<file path="src/sv/bsc_pkg.sv">
`timescale 1ns / 1ps
`default_nettype none
// ----------------------------------------------------------------------------
// Base64 stream codec package
// Shared group descriptor type and the alphabet mapping functions.
// ----------------------------------------------------------------------------
package bsc_pkg;

   localparam logic [7:0] PAD_CHAR = 8'h3d;
   localparam logic [7:0] CHAR_UPPER_A = 8'h41;
   localparam logic [7:0] CHAR_LOWER_A = 8'h61;
   localparam logic [7:0] CHAR_ZERO = 8'h30;
   localparam logic [7:0] CHAR_PLUS = 8'h2b;
   localparam logic [7:0] CHAR_SLASH = 8'h2f;

   // One completed group: up to four result words, oldest in slot 0.
   typedef struct packed {
      logic [3:0][7:0] chars;
      logic            four;
      logic            last;
   } bsc_group_type;

   // Six-bit value to base64 character.
   function automatic logic [7:0] enc_char(input logic [5:0] idx);
      logic [7:0] wide;
      wide = {2'b00, idx};
      priority if (idx < 6'd26) begin
         enc_char = CHAR_UPPER_A + wide;
      end else if (idx < 6'd52) begin
         enc_char = CHAR_LOWER_A + wide - 8'd26;
      end else if (idx < 6'd62) begin
         enc_char = CHAR_ZERO + wide - 8'd52;
      end else if (idx == 6'd62) begin
         enc_char = CHAR_PLUS;
      end else begin
         enc_char = CHAR_SLASH;
      end
   endfunction

   // Character to six-bit value; anything outside the alphabet gives zero.
   function automatic logic [5:0] dec_value(input logic [7:0] c);
      logic [7:0] v;
      v = 8'd0;
      if (c >= 8'h41 && c <= 8'h5a) begin
         v = c - CHAR_UPPER_A;
      end else if (c >= 8'h61 && c <= 8'h7a) begin
         v = c - CHAR_LOWER_A + 8'd26;
      end else if (c >= 8'h30 && c <= 8'h39) begin
         v = c - CHAR_ZERO + 8'd52;
      end else if (c == CHAR_PLUS) begin
         v = 8'd62;
      end else if (c == CHAR_SLASH) begin
         v = 8'd63;
      end
      dec_value = v[5:0];
   endfunction

endpackage
`default_nettype wire

</file>
<file path="src/sv/bsc_req_if.sv">
`timescale 1ns / 1ps
`default_nettype none
// ----------------------------------------------------------------------------
// Base64 stream codec request channel
// Valid/ready channel carrying one input word.
// ----------------------------------------------------------------------------
interface bsc_req_if;
   logic       valid;
   logic       ready;
   logic [7:0] data_in;
   logic       stream_last;

   modport source(output valid, output data_in, output stream_last, input ready);
   modport sink(input valid, input data_in, input stream_last, output ready);
endinterface
`default_nettype wire

</file>
<file path="src/sv/bsc_rsp_if.sv">
`timescale 1ns / 1ps
`default_nettype none
// ----------------------------------------------------------------------------
// Base64 stream codec response channel
// Valid/ready channel carrying one result word.
// ----------------------------------------------------------------------------
interface bsc_rsp_if;
   logic       valid;
   logic       ready;
   logic [7:0] data_out;
   logic       run_last;
   logic       stream_end;

   modport source(output valid, output data_out, output run_last, output stream_end,
                  input ready);
   modport sink(input valid, input data_out, input run_last, input stream_end,
                output ready);
endinterface
`default_nettype wire

</file>
<file path="src/sv/bsc_accum.sv">
`timescale 1ns / 1ps
`default_nettype none
// ----------------------------------------------------------------------------
// Base64 group accumulator
// Collects input words into groups and converts a completed group.
// ----------------------------------------------------------------------------
module bsc_accum (
   input  wire logic                   clock,
   input  wire logic                   reset,
   bsc_req_if.sink                     req,
   input  wire logic                   csr_write_en,
   input  wire logic                   csr_write_data,
   output bsc_pkg::bsc_group_type      grp_data,
   output logic                        grp_valid,
   input  wire logic                   grp_ready
);

   logic                   mode_ff;
   logic [1:0]             count_ff;
   logic [1:0]             count_in;
   logic [23:0]            held_ff;
   logic [23:0]            held_in;
   logic                   grp_valid_ff;
   logic                   grp_valid_in;
   bsc_pkg::bsc_group_type grp_ff;
   bsc_pkg::bsc_group_type grp_in;

   logic [2:0]             n;
   logic [23:0]            held_sh;
   logic [23:0]            word;
   logic                   complete;
   logic                   accept;

   assign req.ready = !grp_valid_ff || grp_ready;
   assign accept    = req.valid && req.ready;

   always_comb begin
      n = {1'b0, count_ff} + 3'd1;
      grp_in = '0;
      grp_in.last = req.stream_last;
      if (mode_ff) begin
         held_sh  = {held_ff[17:0], bsc_pkg::dec_value(req.data_in)};
         complete = (n == 3'd4) || req.stream_last;
         unique case (n)
            3'd1:    word = held_sh << 18;
            3'd2:    word = held_sh << 12;
            3'd3:    word = held_sh << 6;
            default: word = held_sh;
         endcase
         grp_in.four     = 1'b0;
         grp_in.chars[0] = word[23:16];
         grp_in.chars[1] = word[15:8];
         grp_in.chars[2] = word[7:0];
         grp_in.chars[3] = 8'd0;
      end else begin
         held_sh  = {held_ff[15:0], req.data_in};
         complete = (n == 3'd3) || req.stream_last;
         unique case (n)
            3'd1:    word = held_sh << 16;
            3'd2:    word = held_sh << 8;
            default: word = held_sh;
         endcase
         grp_in.four = 1'b1;
         for (int i = 0; i < 4; i++) begin
            // Characters beyond the bytes present become padding.
            if (3'(i) > n) begin
               grp_in.chars[i] = bsc_pkg::PAD_CHAR;
            end else begin
               grp_in.chars[i] = bsc_pkg::enc_char(word[23 - 6 * i -: 6]);
            end
         end
      end

      count_in = count_ff;
      held_in  = held_ff;
      if (accept) begin
         if (complete) begin
            count_in = 2'd0;
            held_in  = 24'd0;
         end else begin
            count_in = n[1:0];
            held_in  = held_sh;
         end
      end

      grp_valid_in = grp_valid_ff && !grp_ready;
      if (accept && complete) begin
         grp_valid_in = 1'b1;
      end
   end

   always_ff @(posedge clock) begin
      if (reset) begin
         mode_ff      <= 1'b0;
         count_ff     <= 2'd0;
         held_ff      <= 24'd0;
         grp_valid_ff <= 1'b0;
      end else if (csr_write_en) begin
         mode_ff      <= csr_write_data;
         count_ff     <= 2'd0;
         held_ff      <= 24'd0;
         grp_valid_ff <= grp_valid_in;
      end else begin
         count_ff     <= count_in;
         held_ff      <= held_in;
         grp_valid_ff <= grp_valid_in;
      end
   end

   always_ff @(posedge clock) begin
      if (accept && complete) begin
         grp_ff <= grp_in;
      end
   end

   assign grp_data  = grp_ff;
   assign grp_valid = grp_valid_ff;

endmodule
`default_nettype wire

</file>
<file path="src/sv/bsc_serial.sv">
`timescale 1ns / 1ps
`default_nettype none
// ----------------------------------------------------------------------------
// Base64 result serializer
// Sends the words of one completed group out one per handshake.
// ----------------------------------------------------------------------------
module bsc_serial (
   input  wire logic                   clock,
   input  wire logic                   reset,
   input  wire bsc_pkg::bsc_group_type grp_data,
   input  wire logic                   grp_valid,
   output logic                        grp_ready,
   bsc_rsp_if.source                   rsp
);

   bsc_pkg::bsc_group_type cur_ff;
   logic [1:0]             idx_ff;
   logic [1:0]             idx_in;
   logic                   valid_ff;
   logic                   valid_in;
   logic                   fire;
   logic                   is_last;
   logic                   load;

   assign is_last = cur_ff.four ? (idx_ff == 2'd3) : (idx_ff == 2'd2);
   assign fire    = valid_ff && rsp.ready;
   assign load    = !valid_ff || (fire && is_last);

   assign grp_ready      = load;
   assign rsp.valid      = valid_ff;
   assign rsp.data_out   = cur_ff.chars[idx_ff];
   assign rsp.run_last   = is_last;
   assign rsp.stream_end = is_last && cur_ff.last;

   always_comb begin
      valid_in = valid_ff;
      idx_in   = idx_ff;
      if (load) begin
         valid_in = grp_valid;
         idx_in   = 2'd0;
      end else if (fire) begin
         idx_in = idx_ff + 2'd1;
      end
   end

   always_ff @(posedge clock) begin
      if (reset) begin
         valid_ff <= 1'b0;
         idx_ff   <= 2'd0;
      end else begin
         valid_ff <= valid_in;
         idx_ff   <= idx_in;
      end
   end

   always_ff @(posedge clock) begin
      if (load && grp_valid) begin
         cur_ff <= grp_data;
      end
   end

endmodule
`default_nettype wire

</file>
<file path="src/sv/base64_stream_codec_core.sv">
`timescale 1ns / 1ps
`default_nettype none
// ----------------------------------------------------------------------------
// Base64 stream codec core
// Streaming base64 encoder and decoder with the standard alphabet.
// ----------------------------------------------------------------------------
// In encode mode every request word is a raw byte; each third byte, or any byte
// marked stream_last, releases four base64 characters, a short final group
// being padded with '='. In decode mode every request word is a character
// ('=' and characters outside the alphabet count as zero); each fourth one,
// or one marked stream_last, releases three bytes, padding is not trimmed.
// A request word is taken whenever the group register in front of the
// serializer is free or being emptied, so words that do not close a group
// stream in at one per cycle while that holds. Results leave the serializer
// at one word per cycle while groups are waiting and the response side is
// ready. When encoding the serializer limits the sustained rate, as three
// bytes give four characters; when decoding the input side does, as four
// characters give three result words. The word that closes a group is
// converted into the group register as it is accepted; the serializer loads
// the group from there when it is done with its current one, then offers its
// first result from its own register. Writing csr_write_data selects the mode
// (1 decodes) and drops any partial group; write it only while the core is idle.
// ----------------------------------------------------------------------------
module base64_stream_codec_core (
   input  wire logic  clock,
   input  wire logic  reset,
   bsc_req_if.sink    req_chan,
   bsc_rsp_if.source  rsp_chan,
   input  wire logic  csr_write_en,
   input  wire logic  csr_write_data
);

   // Completed group handed from the accumulator to the serializer.
   bsc_pkg::bsc_group_type grp_data;
   logic                   grp_valid;
   logic                   grp_ready;

   // Accumulator: shifts each accepted word into the held bits and, when a
   // group closes, converts it to its result words in the same cycle.
   bsc_accum u_accum (
      .clock          (clock),
      .reset          (reset),
      .req            (req_chan),
      .csr_write_en   (csr_write_en),
      .csr_write_data (csr_write_data),
      .grp_data       (grp_data),
      .grp_valid      (grp_valid),
      .grp_ready      (grp_ready)
   );

   // Serializer: holds one group and presents its words in order, loading the
   // next group as the last word of the current one is taken.
   bsc_serial u_serial (
      .clock     (clock),
      .reset     (reset),
      .grp_data  (grp_data),
      .grp_valid (grp_valid),
      .grp_ready (grp_ready),
      .rsp       (rsp_chan)
   );

endmodule
`default_nettype wire

</file>
<file path="src/flat_wrapper.sv">
// flat-port wrapper written by rule: the top's interface ports become plain ports
module base64_stream_codec_core_flat 
  (clock, reset, csr_write_en, csr_write_data, req_chan_valid, req_chan_data_in, req_chan_stream_last, req_chan_ready, rsp_chan_valid, rsp_chan_data_out, rsp_chan_run_last, rsp_chan_stream_end, rsp_chan_ready);
  bsc_req_if req_chan_i ();
  bsc_rsp_if rsp_chan_i ();
  input  wire logic clock;
  input  wire logic reset;
  input  wire logic csr_write_en;
  input  wire logic csr_write_data;
  input wire logic [$bits(req_chan_i.valid)-1:0] req_chan_valid;
  input wire logic [$bits(req_chan_i.data_in)-1:0] req_chan_data_in;
  input wire logic [$bits(req_chan_i.stream_last)-1:0] req_chan_stream_last;
  output wire logic [$bits(req_chan_i.ready)-1:0] req_chan_ready;
  output wire logic [$bits(rsp_chan_i.valid)-1:0] rsp_chan_valid;
  output wire logic [$bits(rsp_chan_i.data_out)-1:0] rsp_chan_data_out;
  output wire logic [$bits(rsp_chan_i.run_last)-1:0] rsp_chan_run_last;
  output wire logic [$bits(rsp_chan_i.stream_end)-1:0] rsp_chan_stream_end;
  input wire logic [$bits(rsp_chan_i.ready)-1:0] rsp_chan_ready;
  assign req_chan_i.valid = req_chan_valid;
  assign req_chan_i.data_in = req_chan_data_in;
  assign req_chan_i.stream_last = req_chan_stream_last;
  assign req_chan_ready = req_chan_i.ready;
  assign rsp_chan_valid = rsp_chan_i.valid;
  assign rsp_chan_data_out = rsp_chan_i.data_out;
  assign rsp_chan_run_last = rsp_chan_i.run_last;
  assign rsp_chan_stream_end = rsp_chan_i.stream_end;
  assign rsp_chan_i.ready = rsp_chan_ready;
  base64_stream_codec_core u_core (.clock(clock), .reset(reset), .req_chan(req_chan_i), .rsp_chan(rsp_chan_i), .csr_write_en(csr_write_en), .csr_write_data(csr_write_data));
endmodule
</file>
<file path="config.mk">
export PLATFORM = sky130hd
export DESIGN_NAME = base64_stream_codec_core_flat
export DESIGN_NICKNAME = d
export VERILOG_FILES = /design/src/sv/bsc_pkg.sv /design/src/sv/bsc_req_if.sv /design/src/sv/bsc_rsp_if.sv /design/src/sv/bsc_accum.sv /design/src/sv/bsc_serial.sv /design/src/sv/base64_stream_codec_core.sv /design/src/flat_wrapper.sv
export SDC_FILE = /design/constraint.sdc
export NUM_CORES = 1
export LEC_CHECK = 0
export BUFFER_PORTS_ARGS = -buffer_cell sky130_fd_sc_hd__buf_4
export CAP_MARGIN = 10
export CORE_MARGIN = 5
export CORE_UTILIZATION = 27
export DETAILED_ROUTE_END_ITERATION = 8
export PLACE_DENSITY_LB_ADDON = 0.25
export SYNTH_ARGS = -nofsm -noshare
export SYNTH_HDL_FRONTEND = slang
export SYNTH_SLANG_ARGS = --single-unit
</file>
<file path="constraint.sdc">
create_clock -name clock -period 9.4 [get_ports clock]
set_input_delay 1.88 -clock clock [delete_from_list [all_inputs] [get_ports clock]]
set_output_delay 1.88 -clock clock [all_outputs]
set_load 0.02 [all_outputs]
</file>
==> results.md <==
Floorplanning:
- After floorplanning, the core was sized to cover 24200 µm².
- The die covers 27600 µm².
- For this configuration, the core starts out at a cell density of 0.273.
- The count of standard-cell rows is 57.
- During I/O placement, the number of pins put on the boundary was 27.
- The horizontal die dimension is 166 µm.
- The die height is 166 µm.

Clocking:
- For the worst-skew pair, the clock arrives at the later sink with an insertion delay of 350 ps.
- The H-tree was split into 3 levels.
- The clock transition at the registers of the reported paths is 70 ps.
- Post-CTS repair changed the size of 0 cells.
- The root buffer cell is clkbuf_16.
- The tree built by TritonCTS fans out to 93 sinks.
- Counting the buffers created by CTS gives 9.
- The number of setup buffers added after CTS is 0.
- The quantity of hold-fixing buffers added after cts is 0.
- The maximum count of clock buffers along a single path is 2.
- The CTS tree is yes.

GRT:
- The initial antenna violation count was 0.
- The pin count of the biggest net entering global routing is 50.
- The via count of the first global-routing pass is 5135.
- The total global routing overflow is 0.
- The first global-routing pass estimated 31100 µm of wire.
- Across every metal layer, demand over resource in global routing totals 0.141.

Timing:
- Based on the critical path, the design can be clocked at up to 223 MHz.
- For the final database, setup skew stands at 7.98 ps.
- The transition at the pin with the smallest max-transition slack is 1070 ps.
- Setup repair after global routing left no endpoint under its margin.
- Summed over all failing endpoints, the final setup total negative slack is 0 ps.
- The worst-case headroom to the max-slew limit is 0.284.
- Setup violations remaining at the end of the flow were counted as 0.
- The shortest clock period the worst path allows after layout is 4480 ps.
- The final period utilization is 0.477.
- The number of pins with negative max-slew slack in the final report is 0.
- The count of final hold-check violations is 0.

Power:
- The net switching share of the total power is 0.277.
- The portion of total power attributed to the clock network is 0.389.
- The net switching power is 0.275 mW.
- The leakage component of the power is 2.57 nW.
- The sequential share of power is 0.468.
- The power density normalized to cell area is 135 nW/µm².
- The internal portion of total power is 0.719 mW.
- Across the VDD grid, the largest voltage drop is 0.0711 mV.
- Of the total power, combinational logic draws 0.143.

Logic synthesis:
- The area fraction in compound gates after synthesis is 0.227.
- The number of enable flip-flop cells after synthesis is 68.
- The sequential fraction of the synthesis area is 0.386.
- The synthesized netlist occupies a cell area of 6590 µm².
- The number of instances in the synthesized netlist is 706.
- Measured against the total synthesized area, the mux share comes to 0.0549.
- The register bit total from synthesis is 93.
- In the synthesized netlist the dominant register cell turns out to be edfxtp_1.
- Of the total synthesized cell area, the portion taken by full adders, half adders and majority gates is 0.0683.
- In the synthesized netlist the async set-or-reset flop fraction comes to 0.
- By area, the combinational part of the netlist is dominated by compound AO/OA/AOI/OAI gates.
- The net count of the mapped netlist is 757.
- Of the total synthesized cell area, the portion taken by AND, OR, NAND and NOR gates is 0.185.
- The number of unique standard cell types used by synthesis is 81.
- The average size of a mapped cell is 9.34 µm².
- The number of warning messages in the yosys log is 0.
- The XOR/XNOR share of the synthesized area is 0.0213.

Layout:
- The non-filler instance count after layout is 1030.
- In the layout the commonest cells are edfxtp_1, a21oi_1, nand2_1.
- Registers take 2540 µm².
- In the final design database the tool counted 752 nets.
- Once layout is complete, the utilization of the core stands at 0.304.
- In the final layout, the share of cells above drive strength 1 is 0.116.
- After filler insertion, the fill cell instance count of the layout stands at 2491.
- The leading cell type in the layout, fill and taps excluded is edfxtp_1.
- Summing all multi-input logic gate instances after layout gives 3680 µm².
- The area growth from synthesis to layout is 11.4%.
- The number of diodes added for antenna fixing is 0.

Worst setup path:
- The critical path runs through a total of 9 cells.
- The worst-path maximum fanout is 15.
- Among cell families on the critical path, the largest total delay comes from compound AO/OA/AOI/OAI gates.
- The critical-path cell with the highest stage delay is o311ai_0.
- The critical path launch point type is an input port.
- STA classifies the critical path endpoint as a flip-flop.
- The worst setup path is of the input port to flip-flop kind.
- On the worst path, the slowest cell contributes a delay of 580 ps.
- Setup slack on the worst reg-to-reg path comes out at 5120 ps.
- The cell depth of the worst flop-to-flop path is 12.
- For the worst setup path, the data required time is 9530 ps.
- The arrival time of the worst setup path is 4610 ps.
- The worst path buffer plus inverter count is 2.
- The critical path goes through buf_4 -> inv_1 -> ha_1 -> a21o_1 -> a31oi_1 -> a22oi_1 -> o311ai_0 -> o21ai_0 -> a221oi_1.

Worst hold path:
- The tightest min-delay check is of the flip-flop to flip-flop type.
- The worst hold path was traced through 0 stages.

Route:
- The average via count per standard cell is 5.38.
- For this block, the initial DRC count from the detailed router was 457.
- The detailed router placed 5543 vias in this run.
- The count of antenna-violating nets left after detailed routing is 0.
- After detailed routing, the number of remaining DRC violations is 0.
- In the final routed layout, each cell accounts on average for 19.3 µm.
- The detailed-router iteration count before antenna repair is 5.
- The total routed wirelength is 19900 µm.

Job:
- The reported max-cap violation count is 0.

Placed design:
- At the end of routability-driven placement, the weighted congestion stood at 0.856.
- The half-perimeter wire length of the detailed placement result is 14500 µm.
- The number of port buffers is 26.
- Once placement completed, the tool counted placed cells totaling 1014.

Outcome:
- The flow ran to the end, and the final reports show no timing, DRC or antenna violations.
Yosys cell counts, drive strengths merged, types with 8 or more instances:
library cell / instances / area (µm²)
and2: 9 / 58.8
a31oi: 12 / 75.1
nor2: 50 / 188
nand3: 20 / 105
a21oi: 67 / 335
buf: 21 / 120
mux4: 8 / 180
mux2i: 17 / 170
nor3: 28 / 156
inv: 41 / 154
or3b: 9 / 81.3
o211ai: 12 / 90.1
ha: 36 / 450
nand2b: 11 / 68.8
xnor2: 14 / 123
o21ai: 32 / 160
a211oi: 10 / 80.1
clkbuf: 27 / 104
edfxtp: 68 / 2040
dfxtp: 25 / 500
nand2: 59 / 224
cell families (layout without fill, tap and decap cells):
kind of cell,Yosys count,after routing
AND/OR/NAND/NOR,232,232
AO/OA/AOI/OAI,214,214
flip-flops,93,93
buffers and inverters,89,89
adder cells (fa/ha/maj),36,36
multiplexers,26,26
XOR/XNOR,16,16
through the flow:
stage | hold slack (ps) | power [mW] | cell area [µm²] | setup WS (ps)
2_1_floorplan | 400 | 0.569 | 6590 | 4460
3_5_place_dp | 405 | 0.615 | 7030 | 4530
5_1_grt | 425 | 1.03 | 7340 | 4620
3_3_place_gp | 401 | 0.617 | 7030 | 4570
6_report | 415 | 0.994 | 7340 | 4920
4_1_cts | 417 | 1.00 | 7340 | 4890
layer usage:
metal	routed length, µm	share of wire	global-route usage
met1	9610	0.48	0.202
met2	8810	0.44	0.216
met3	1040	0.052	0.0293
met4	415	0.021	0.0388
met5	0	0	0
power by group through the flow:
stage / Clock [mW] / Sequential, mW / Combinational [mW]
final: 0.386 / 0.465 / 0.142
after global routing: 0.410 / 0.467 / 0.154
after CTS: 0.395 / 0.466 / 0.141
after detailed placement: 0 / 0.475 / 0.140
after global placement: 0 / 0.475 / 0.142
after floorplan: 0 / 0.470 / 0.0987
final timing paths:
kind                                    from                    endpoint
hold reg to reg   u_core.u_accum.grp_data[3]   u_core.u_serial.cur_ff[3]
setup / recovery         req_chan_data_in[2]  u_core.u_accum.grp_data[7]
setup reg to reg  u_core.u_accum.count_ff[0]  u_core.u_accum.grp_data[7]
hold / removal    u_core.u_accum.grp_data[3]   u_core.u_serial.cur_ff[3]
registers in the layout (all words and copies together), names as in the netlist:
| name | flops |
|---|---|
| u_core.u_serial.idx_ff | 2 |
| u_core.u_accum.count_ff | 2 |
| u_core.u_serial.rsp.valid | 1 |
| u_core.u_accum.held_ff | 18 |
| u_core.u_accum.mode_ff | 1 |
| u_core.u_serial.cur_ff | 34 |
| u_core.u_accum.grp_data | 34 |
| u_core.u_accum.grp_valid | 1 |
final cells by class:
cell class,instances,share of cell area
Clock buffer,9,0.0307
Clock inverter,7,0.0124
Inverter,41,0.0210
Multi-Input combinational cell,524,0.502
Sequential cell,93,0.346
Tap cell,324,0.0552
Timing Repair Buffer,32,0.0327
No activity file was read; power rests on OpenSTA's default activity.
